[src/design/jdht_pkg.sv]
// shared types and constants for the dht canonical huffman code builder
`default_nettype none

package jdht_pkg;

   // parse phases
   localparam logic [2:0] PH_IDLE   = 3'd0;
   localparam logic [2:0] PH_LENLO  = 3'd1;
   localparam logic [2:0] PH_CLASS  = 3'd2;
   localparam logic [2:0] PH_COUNTS = 3'd3;
   localparam logic [2:0] PH_VALUES = 3'd4;

   // register map
   localparam logic REG_TABLE_LIMIT = 1'b0;

   localparam logic [4:0]  TABLE_LIMIT_RESET = 5'd4;
   localparam logic [11:0] MAX_CODES         = 12'd256;
   localparam int          NUM_LENGTHS       = 16;

   typedef struct packed {
      logic        table_class;
      logic [3:0]  table_id;
      logic [4:0]  code_length;
      logic [15:0] code;
      logic [7:0]  symbol;
      logic [11:0] entry_index;
      logic        last_of_table;
      logic        last_of_segment;
      logic        bad_table;
   } rsp_type;

endpackage

`default_nettype wire

[src/design/jpeg_dht_huffman_code_builder_top.sv]
// top level of the dht segment parser and canonical huffman code builder
`default_nettype none

// channel   | direction | ports                                   | transfer when
// ----------+-----------+-----------------------------------------+------------------------
// req       | in        | req_data_byte, req_segment_start        | req_valid & req_ready
// rsp       | out       | rsp_table_class ... rsp_bad_table       | rsp_valid & rsp_ready
// csr       | in/out    | psel penable pwrite paddr pwdata prdata | psel & penable & pwrite
//
// one byte is taken per cycle while req_ready is high; header bytes produce nothing,
// each value byte produces one entry, registered into the output register or the skid entry
// the next-length search, the code shift and the increments sit in one
// combinational stage between the parse state and the output register
// reset (synchronous, active high) returns the parser to idle and table_limit to 4
// an output register plus a one-entry skid keep req_ready high while a result
// waits; req_ready drops only while the skid entry is occupied
module jpeg_dht_huffman_code_builder_top (
   input  wire logic         clock,
   input  wire logic         reset,
   // request channel
   input  wire logic         req_valid,
   output logic              req_ready,
   input  wire logic [7:0]   req_data_byte,
   input  wire logic         req_segment_start,
   // result channel
   output logic              rsp_valid,
   input  wire logic         rsp_ready,
   output logic              rsp_table_class,
   output logic [3:0]        rsp_table_id,
   output logic [4:0]        rsp_code_length,
   output logic [15:0]       rsp_code,
   output logic [7:0]        rsp_symbol,
   output logic [11:0]       rsp_entry_index,
   output logic              rsp_last_of_table,
   output logic              rsp_last_of_segment,
   output logic              rsp_bad_table,
   // configuration port
   input  wire logic         psel,
   input  wire logic         penable,
   input  wire logic         pwrite,
   input  wire logic [2:0]   paddr,
   input  wire logic [31:0]  pwdata,
   output logic [31:0]       prdata,
   output logic              pready
);
   import jdht_pkg::*;

   // configuration
   logic [4:0] table_limit_ff;
   logic       csr_write;

   // parse state
   logic [2:0]  phase_ff, phase_in;
   logic [7:0]  len_high_ff, len_high_in;
   logic [15:0] remaining_ff, remaining_in;
   logic [3:0]  count_pos_ff, count_pos_in;
   logic [11:0] total_ff, total_in;
   logic [4:0]  cur_len_ff, cur_len_in;
   logic [7:0]  left_ff, left_in;
   logic [15:0] code_ff, code_in;
   logic [11:0] entry_ff, entry_in;
   logic [4:0]  class_id_ff, class_id_in;

   // per-length counts, written in the counts phase before any read
   logic [7:0]  count_ff [NUM_LENGTHS];
   logic        count_we;

   // output register and skid entry
   rsp_type     out_ff, skid_ff, res;
   logic        out_valid_ff, skid_valid_ff;
   logic        res_valid;
   logic        accept;

   // datapath helpers
   logic [15:0] len_word;
   logic [15:0] remaining_dec;
   logic [11:0] total_sum;
   logic [NUM_LENGTHS-1:0] nonzero;
   logic [4:0]  pick_len;
   logic        pick_found;
   logic [4:0]  pick_m1;
   logic [4:0]  eff_len;
   logic [7:0]  eff_left;
   logic [15:0] eff_code;
   logic [4:0]  shift_amt;
   logic [12:0] entry_next;
   logic        last_tab;
   logic        bad;

   // ------------------------------------------------------------------
   // configuration port
   // ------------------------------------------------------------------
   assign pready    = 1'b1;
   assign csr_write = psel && penable && pwrite;

   always_ff @(posedge clock) begin
      if (reset) begin
         table_limit_ff <= TABLE_LIMIT_RESET;
      end else if (csr_write && (paddr[2] == REG_TABLE_LIMIT)) begin
         table_limit_ff <= pwdata[4:0];
      end
   end

   always_comb begin
      if (paddr[2] == REG_TABLE_LIMIT) begin
         prdata = {27'd0, table_limit_ff};
      end else begin
         prdata = 32'd0;
      end
   end

   // ------------------------------------------------------------------
   // handshake: stall only when the skid entry is full
   // ------------------------------------------------------------------
   assign req_ready = !skid_valid_ff;
   assign accept    = req_valid && req_ready;

   // ------------------------------------------------------------------
   // next-length search for the values phase
   // ------------------------------------------------------------------
   always_comb begin
      for (int i = 0; i < NUM_LENGTHS; i++) begin
         nonzero[i] = (count_ff[i] != 8'd0);
      end
      // lowest length above the current one with codes left
      pick_len   = 5'd16;
      pick_found = 1'b0;
      for (int j = NUM_LENGTHS; j >= 1; j--) begin
         if ((5'(j) > cur_len_ff) && nonzero[j-1]) begin
            pick_len   = 5'(j);
            pick_found = 1'b1;
         end
      end
      pick_m1 = pick_len - 5'd1;

      if (left_ff != 8'd0) begin
         eff_len   = cur_len_ff;
         eff_left  = left_ff;
         shift_amt = 5'd0;
      end else begin
         eff_len   = pick_len;
         eff_left  = pick_found ? count_ff[pick_m1[3:0]] : 8'd0;
         shift_amt = pick_len - cur_len_ff;
      end
      eff_code = code_ff << shift_amt[3:0];
   end

   // ------------------------------------------------------------------
   // parse step
   // ------------------------------------------------------------------
   assign len_word      = {len_high_ff, req_data_byte};
   assign remaining_dec = (remaining_ff != 16'd0) ? remaining_ff - 16'd1 : 16'd0;
   assign total_sum     = total_ff + {4'd0, req_data_byte};
   assign entry_next    = {1'b0, entry_ff} + 13'd1;
   assign last_tab      = entry_next >= {1'b0, total_ff};
   assign bad           = ({1'b0, class_id_ff[3:0]} >= table_limit_ff) ||
                          (total_ff > MAX_CODES);

   always_comb begin
      phase_in     = phase_ff;
      len_high_in  = len_high_ff;
      remaining_in = remaining_ff;
      count_pos_in = count_pos_ff;
      total_in     = total_ff;
      cur_len_in   = cur_len_ff;
      left_in      = left_ff;
      code_in      = code_ff;
      entry_in     = entry_ff;
      class_id_in  = class_id_ff;
      count_we     = 1'b0;
      res_valid    = 1'b0;

      res.table_class     = class_id_ff[4];
      res.table_id        = class_id_ff[3:0];
      res.code_length     = eff_len;
      res.code            = eff_code;
      res.symbol          = req_data_byte;
      res.entry_index     = entry_ff;
      res.last_of_table   = last_tab;
      res.last_of_segment = last_tab && (remaining_dec == 16'd0);
      res.bad_table       = bad;

      if (req_segment_start) begin
         // a start byte always opens a new segment
         len_high_in = req_data_byte;
         phase_in    = PH_LENLO;
      end else begin
         case (phase_ff)
            PH_LENLO: begin
               if (len_word <= 16'd2) begin
                  remaining_in = 16'd0;
                  phase_in     = PH_IDLE;
               end else begin
                  remaining_in = len_word - 16'd2;
                  phase_in     = PH_CLASS;
               end
            end
            PH_CLASS: begin
               class_id_in  = {(req_data_byte[7:4] != 4'd0), req_data_byte[3:0]};
               remaining_in = remaining_dec;
               count_pos_in = 4'd0;
               total_in     = 12'd0;
               phase_in     = PH_COUNTS;
            end
            PH_COUNTS: begin
               count_we     = 1'b1;
               total_in     = total_sum;
               remaining_in = remaining_dec;
               if (count_pos_ff == 4'd15) begin
                  count_pos_in = 4'd0;
                  if (total_sum == 12'd0) begin
                     // empty table
                     phase_in = (remaining_dec == 16'd0) ? PH_IDLE : PH_CLASS;
                  end else begin
                     cur_len_in = 5'd1;
                     left_in    = count_ff[0];
                     code_in    = 16'd0;
                     entry_in   = 12'd0;
                     phase_in   = PH_VALUES;
                  end
               end else begin
                  count_pos_in = count_pos_ff + 4'd1;
               end
            end
            PH_VALUES: begin
               res_valid    = 1'b1;
               remaining_in = remaining_dec;
               cur_len_in   = eff_len;
               code_in      = eff_code + 16'd1;
               left_in      = (eff_left != 8'd0) ? eff_left - 8'd1 : 8'd0;
               entry_in     = entry_next[11:0];
               if (last_tab) begin
                  phase_in = (remaining_dec == 16'd0) ? PH_IDLE : PH_CLASS;
               end
            end
            default: begin
               // idle bytes are dropped
               phase_in = PH_IDLE;
            end
         endcase
      end
   end

   always_ff @(posedge clock) begin
      if (reset) begin
         phase_ff     <= PH_IDLE;
         len_high_ff  <= 8'd0;
         remaining_ff <= 16'd0;
         count_pos_ff <= 4'd0;
         total_ff     <= 12'd0;
         cur_len_ff   <= 5'd1;
         left_ff      <= 8'd0;
         code_ff      <= 16'd0;
         entry_ff     <= 12'd0;
         class_id_ff  <= 5'd0;
      end else if (accept) begin
         phase_ff     <= phase_in;
         len_high_ff  <= len_high_in;
         remaining_ff <= remaining_in;
         count_pos_ff <= count_pos_in;
         total_ff     <= total_in;
         cur_len_ff   <= cur_len_in;
         left_ff      <= left_in;
         code_ff      <= code_in;
         entry_ff     <= entry_in;
         class_id_ff  <= class_id_in;
      end
   end

   // count store, no reset: every entry is written before a table reads it
   always_ff @(posedge clock) begin
      if (accept && count_we) begin
         count_ff[count_pos_ff] <= req_data_byte;
      end
   end

   // ------------------------------------------------------------------
   // output register and skid entry
   // ------------------------------------------------------------------
   always_ff @(posedge clock) begin
      if (reset) begin
         out_valid_ff  <= 1'b0;
         skid_valid_ff <= 1'b0;
      end else if (!out_valid_ff || rsp_ready) begin
         if (skid_valid_ff) begin
            out_valid_ff  <= 1'b1;
            skid_valid_ff <= 1'b0;
         end else begin
            out_valid_ff  <= accept && res_valid;
         end
      end else if (accept && res_valid) begin
         skid_valid_ff <= 1'b1;
      end
   end

   always_ff @(posedge clock) begin
      if (!out_valid_ff || rsp_ready) begin
         if (skid_valid_ff) begin
            out_ff <= skid_ff;
         end else begin
            out_ff <= res;
         end
      end else if (accept && res_valid) begin
         skid_ff <= res;
      end
   end

   assign rsp_valid           = out_valid_ff;
   assign rsp_table_class     = out_ff.table_class;
   assign rsp_table_id        = out_ff.table_id;
   assign rsp_code_length     = out_ff.code_length;
   assign rsp_code            = out_ff.code;
   assign rsp_symbol          = out_ff.symbol;
   assign rsp_entry_index     = out_ff.entry_index;
   assign rsp_last_of_table   = out_ff.last_of_table;
   assign rsp_last_of_segment = out_ff.last_of_segment;
   assign rsp_bad_table       = out_ff.bad_table;

   // ------------------------------------------------------------------
   // assertions
   // ------------------------------------------------------------------
   // the skid entry only fills behind a stalled output register
   a_skid_behind_out: assert property (@(posedge clock) disable iff (reset)
      skid_valid_ff |-> out_valid_ff)
      else $error("skid entry held without a valid output register");

   // results only come from value bytes
   a_result_phase: assert property (@(posedge clock) disable iff (reset)
      (accept && res_valid) |-> (phase_ff == PH_VALUES) && !req_segment_start)
      else $error("result produced outside the values phase");

   // a table in the values phase always has codes
   a_values_nonempty: assert property (@(posedge clock) disable iff (reset)
      (phase_ff == PH_VALUES) |-> (total_ff != 12'd0))
      else $error("values phase entered with an empty table");

   // end of segment is always also end of table
   a_seg_implies_tab: assert property (@(posedge clock) disable iff (reset)
      out_valid_ff |-> (!out_ff.last_of_segment || out_ff.last_of_table))
      else $error("last of segment flagged without last of table");

endmodule

`default_nettype wire
[config.mk]
export PLATFORM = sky130hd
export DESIGN_NAME = jpeg_dht_huffman_code_builder_top
export DESIGN_NICKNAME = d
export VERILOG_FILES = /design/src/design/jdht_pkg.sv /design/src/design/jpeg_dht_huffman_code_builder_top.sv
export SDC_FILE = /design/constraint.sdc
export NUM_CORES = 1
export LEC_CHECK = 0
export ABC_AREA = 1
export ABC_CLOCK_PERIOD_IN_PS = 8200
export BUFFER_PORTS_ARGS = -buffer_cell sky130_fd_sc_hd__buf_4
export CORE_ASPECT_RATIO = 0.6
export CORE_MARGIN = 4
export CORE_UTILIZATION = 65
export CTS_BUF_LIST = sky130_fd_sc_hd__clkbuf_8
export DETAILED_ROUTE_END_ITERATION = 16
export PLACE_DENSITY = 0.95
export SLEW_MARGIN = 20
export SYNTH_ARGS = -nofsm -noshare
export SYNTH_HDL_FRONTEND = slang
export SYNTH_SLANG_ARGS = --single-unit
[constraint.sdc]
create_clock -name clock -period 8.2 [get_ports clock]
set_input_delay 1.64 -clock clock [delete_from_list [all_inputs] [get_ports clock]]
set_output_delay 1.64 -clock clock [all_outputs]
set_load 0.05 [all_outputs]
==> results.ini <==
[synth]
avgSynthCellArea_um2 = 8.790
yosysTopAreaCell = edfxtp_1
syn_area_um2 = 16950
yosys_warnings = 0
async_reset_ff_share_pct = 0
synth-seq-cells = 322
synth_top_cell_area_share_pct = 40.05
synth_sequential_area_ratio_pct = 51.39
synthCells = 1928
synth_area_leaders = edfxtp_1 (40%), dfxtp_1 (11%), nand2_1 (9.1%)
synth_edf_count = 226
yosys_most_used_dff = edfxtp_1
synth_cell_types = 66

[placed_design]
dp.cells = 2292
gp_congestion = 0.9903
io_buffer_count = 77
post-place-ws_ns = 2.311
dp.final_hpwl_um = 30940
placed_cell_area_um2 = 17580

[clocking]
cts_buffers = 46
cts.hold.buffers_added = 0
cts-root-buf = clkbuf_8
clk_latency_ns = 0.59
cts_tree = built
clock_path_buffers = 3
post-cts-setup-buffers = 0
cts_sinks = 322
cts_resized = 0
htree_num_levels = 2
clk_pin_slew_ns = 0.07

[worst_setup_path]
crit_buf_inv = 5
path_class = reg -> reg
critPathLaunchType = flop
crit_arrival_ns = 6.38
cpPeakStageDelay_ns = 0.60
crit_family = simple AND/OR/NAND/NOR gates
cp-end-kind = flop
crit_top_cell = nand2_1
crit_slowest_cell = buf_4
cp.required_ns = 8.63
cp_max_fo = 69

[layout]
drive_above_1_share_pct = 13.14
nFillCells = 1834
fin_area_um2 = 18450
nets = 2079
fin_util_pct = 72.50
num_antenna_cells = 0
fin_cells = 2377
area_growth_pct = 8.882

[sta]
period_needed_ns = 5.947
timing.final.ws_setup_ns = 2.253
slew_violations = 0
finalCritPeriodShare_pct = 72.52
setup_violations = 0
slew-limit-headroom_pct = 25.79
rsz0062_at_grt = false
whs_ns = 0.4661
fmax_mhz = 168.2
hold_viol = 0
worst_pin_slew_ns = 1.112
clock_skew_ns = 0.03313
fin_setup_tns_ns = 0

[power]
ir_drop_v = 0.0001740
power.density_nw_per_um2 = 190.6
pwr-share-seq_pct = 50.7
power.total_mw = 3.516
switchingPower_mw = 1.008
leakage_nw = 7.451
pwr-share-clk_pct = 34.8
internal_power_mw = 2.509
p_sw_share_pct = 28.66
power_frac_comb_pct = 14.6

[floorplan]
placementRows = 45
initial_core_util_pct = 66.59
io_pins = 135
die_h_um = 133.1
core_um2 = 25450
die_area_um2 = 28800
die_w_um = 216.5

[detailed_routing]
drtIter0Drc = 2005
ant_nets = 0
routed_via_density = 5.976
remaining_drc_errors = 0
drt-total-wl_um = 45030
via_count = 14204
firstDrtPassIters = 6
avgRoutedWirePerCell_um = 18.95

[grt]
grt_usage_pct = 30.51
grt_max_degree = 87
grt_pass1_vias = 13147
grt_remaining_overflow = 0
grt_first_pass_wirelength_um = 69720
antenna_found_initial = 1

[status]
status = finished clean

[min_path]
min_path_type = reg -> reg

[job]
max-cap-violations = 0

==> flip-flops by register name, summed over array words and instances (netlist names), 3 cells and up <==
| name | count |
|---|---|
| count_ff | 128 |
| skid_ff | 49 |
| code_ff | 16 |
| remaining_ff | 16 |
| rsp_code | 16 |
| entry_ff | 12 |
| rsp_entry_index | 12 |
| total_ff | 12 |
| left_ff | 8 |
| len_high_ff | 8 |
| rsp_symbol | 8 |
| class_id_ff | 5 |
| cur_len_ff | 5 |
| rsp_code_length | 5 |
| table_limit_ff | 5 |
| count_pos_ff | 4 |
| rsp_table_id | 4 |
| phase_ff | 3 |
==> worst min-delay path, cell delays in order (launching register included) <==
cell	delay, ns
dfxtp_1	0.31
nand2_1	0.06
a21oi_1	0.05
==> Yosys cell counts, types with 23 or more instances <==
master	n
inv_2	23
ha_1	38
nand3_1	201
nand2_2	24
dfxtp_1	96
inv_1	166
a21oi_1	104
buf_4	30
edfxtp_1	226
xor2_1	33
nand2_1	411
nor3_1	26
clkbuf_1	39
o21ai_0	122
nor2_1	162
==> power groups by stage <==
stage          clock network, mW  logic (mW)  registers [mW]
2_1_floorplan                  0       0.328            1.87
3_3_place_gp                   0       0.482            1.82
3_5_place_dp                   0       0.495            1.82
4_1_cts                     1.23       0.499            1.78
5_1_grt                     1.30       0.551            1.78
6_report                    1.22       0.512            1.78
==> layout by cell type, fill, tap and decap left out, types with 7 or more instances in the layout <==
cell type and n:
dfxtp_1 95, clkbuf_8 52, nor2_4 8, o211ai_1 8
nor2_1 160, xnor2_1 9, nand3_1 201, nor3_1 26
nand2_2 24, o21ai_0 122, nand3b_1 11, conb_1 28
a21oi_1 104, buf_4 88, o21ai_2 7, xor2_1 33
inv_2 24, clkinv_1 10, o21ai_1 17, a31oi_1 7
nand2_1 411, nand3_2 17, nand4_1 15, o21a_1 8
nor2_2 7, inv_1 187, nor4_1 17, ha_1 37
edfxtp_1 226
==> per-layer routing <==
metal  part of all wire [%]  track usage [%]
met1                     41            43.65
met2                     42            44.58
met3                     14            10.58
met4                    2.5            8.064
met5                   0.20            2.167
==> worst paths after layout <==
path         slack (ns)                       start  cells past startpoint                       end
max                2.25  cur_len_ff[4]$_SDFFE_PP0P_                     32  code_ff[13]$_SDFFE_PP0P_
min                0.47     code_ff[9]$_SDFFE_PP0P_                      2   code_ff[9]$_SDFFE_PP0P_
max reg2reg        2.25  cur_len_ff[4]$_SDFFE_PP0P_                     32  code_ff[13]$_SDFFE_PP0P_
min reg2reg        0.47     code_ff[9]$_SDFFE_PP0P_                      2   code_ff[9]$_SDFFE_PP0P_
==> cells by family (layout without fill, tap and decap cells) <==
kind of cell               Yosys count  in the layout  share of synthesized area (%)
and+or+nand+nor                    921            921                          25.24
DFF                                322            322                          51.39
AOI/OAI and AO/OA                  303            303                          10.09
buffers and inverters              295            366                          7.738
xor gates and xnor gates            43             43                          2.333
adders and majority gates           40             40                          3.042
other                                2             28                        0.04432
muxes                                2              2                         0.1181
==> final cells by class <==
class / count / area [µm²] / area share, %
tap: 352 / 440.4 / 2.387
sequential: 322 / 8710 / 47.20
inverter: 193 / 730.7 / 3.960
clock inverter: 33 / 153.9 / 0.8341
multi-input combinational: 1337 / 7041 / 38.16
timing repair buffer: 88 / 660.6 / 3.580
clock buffer: 52 / 715.7 / 3.879
No activity file was read; power rests on OpenSTA's default activity.
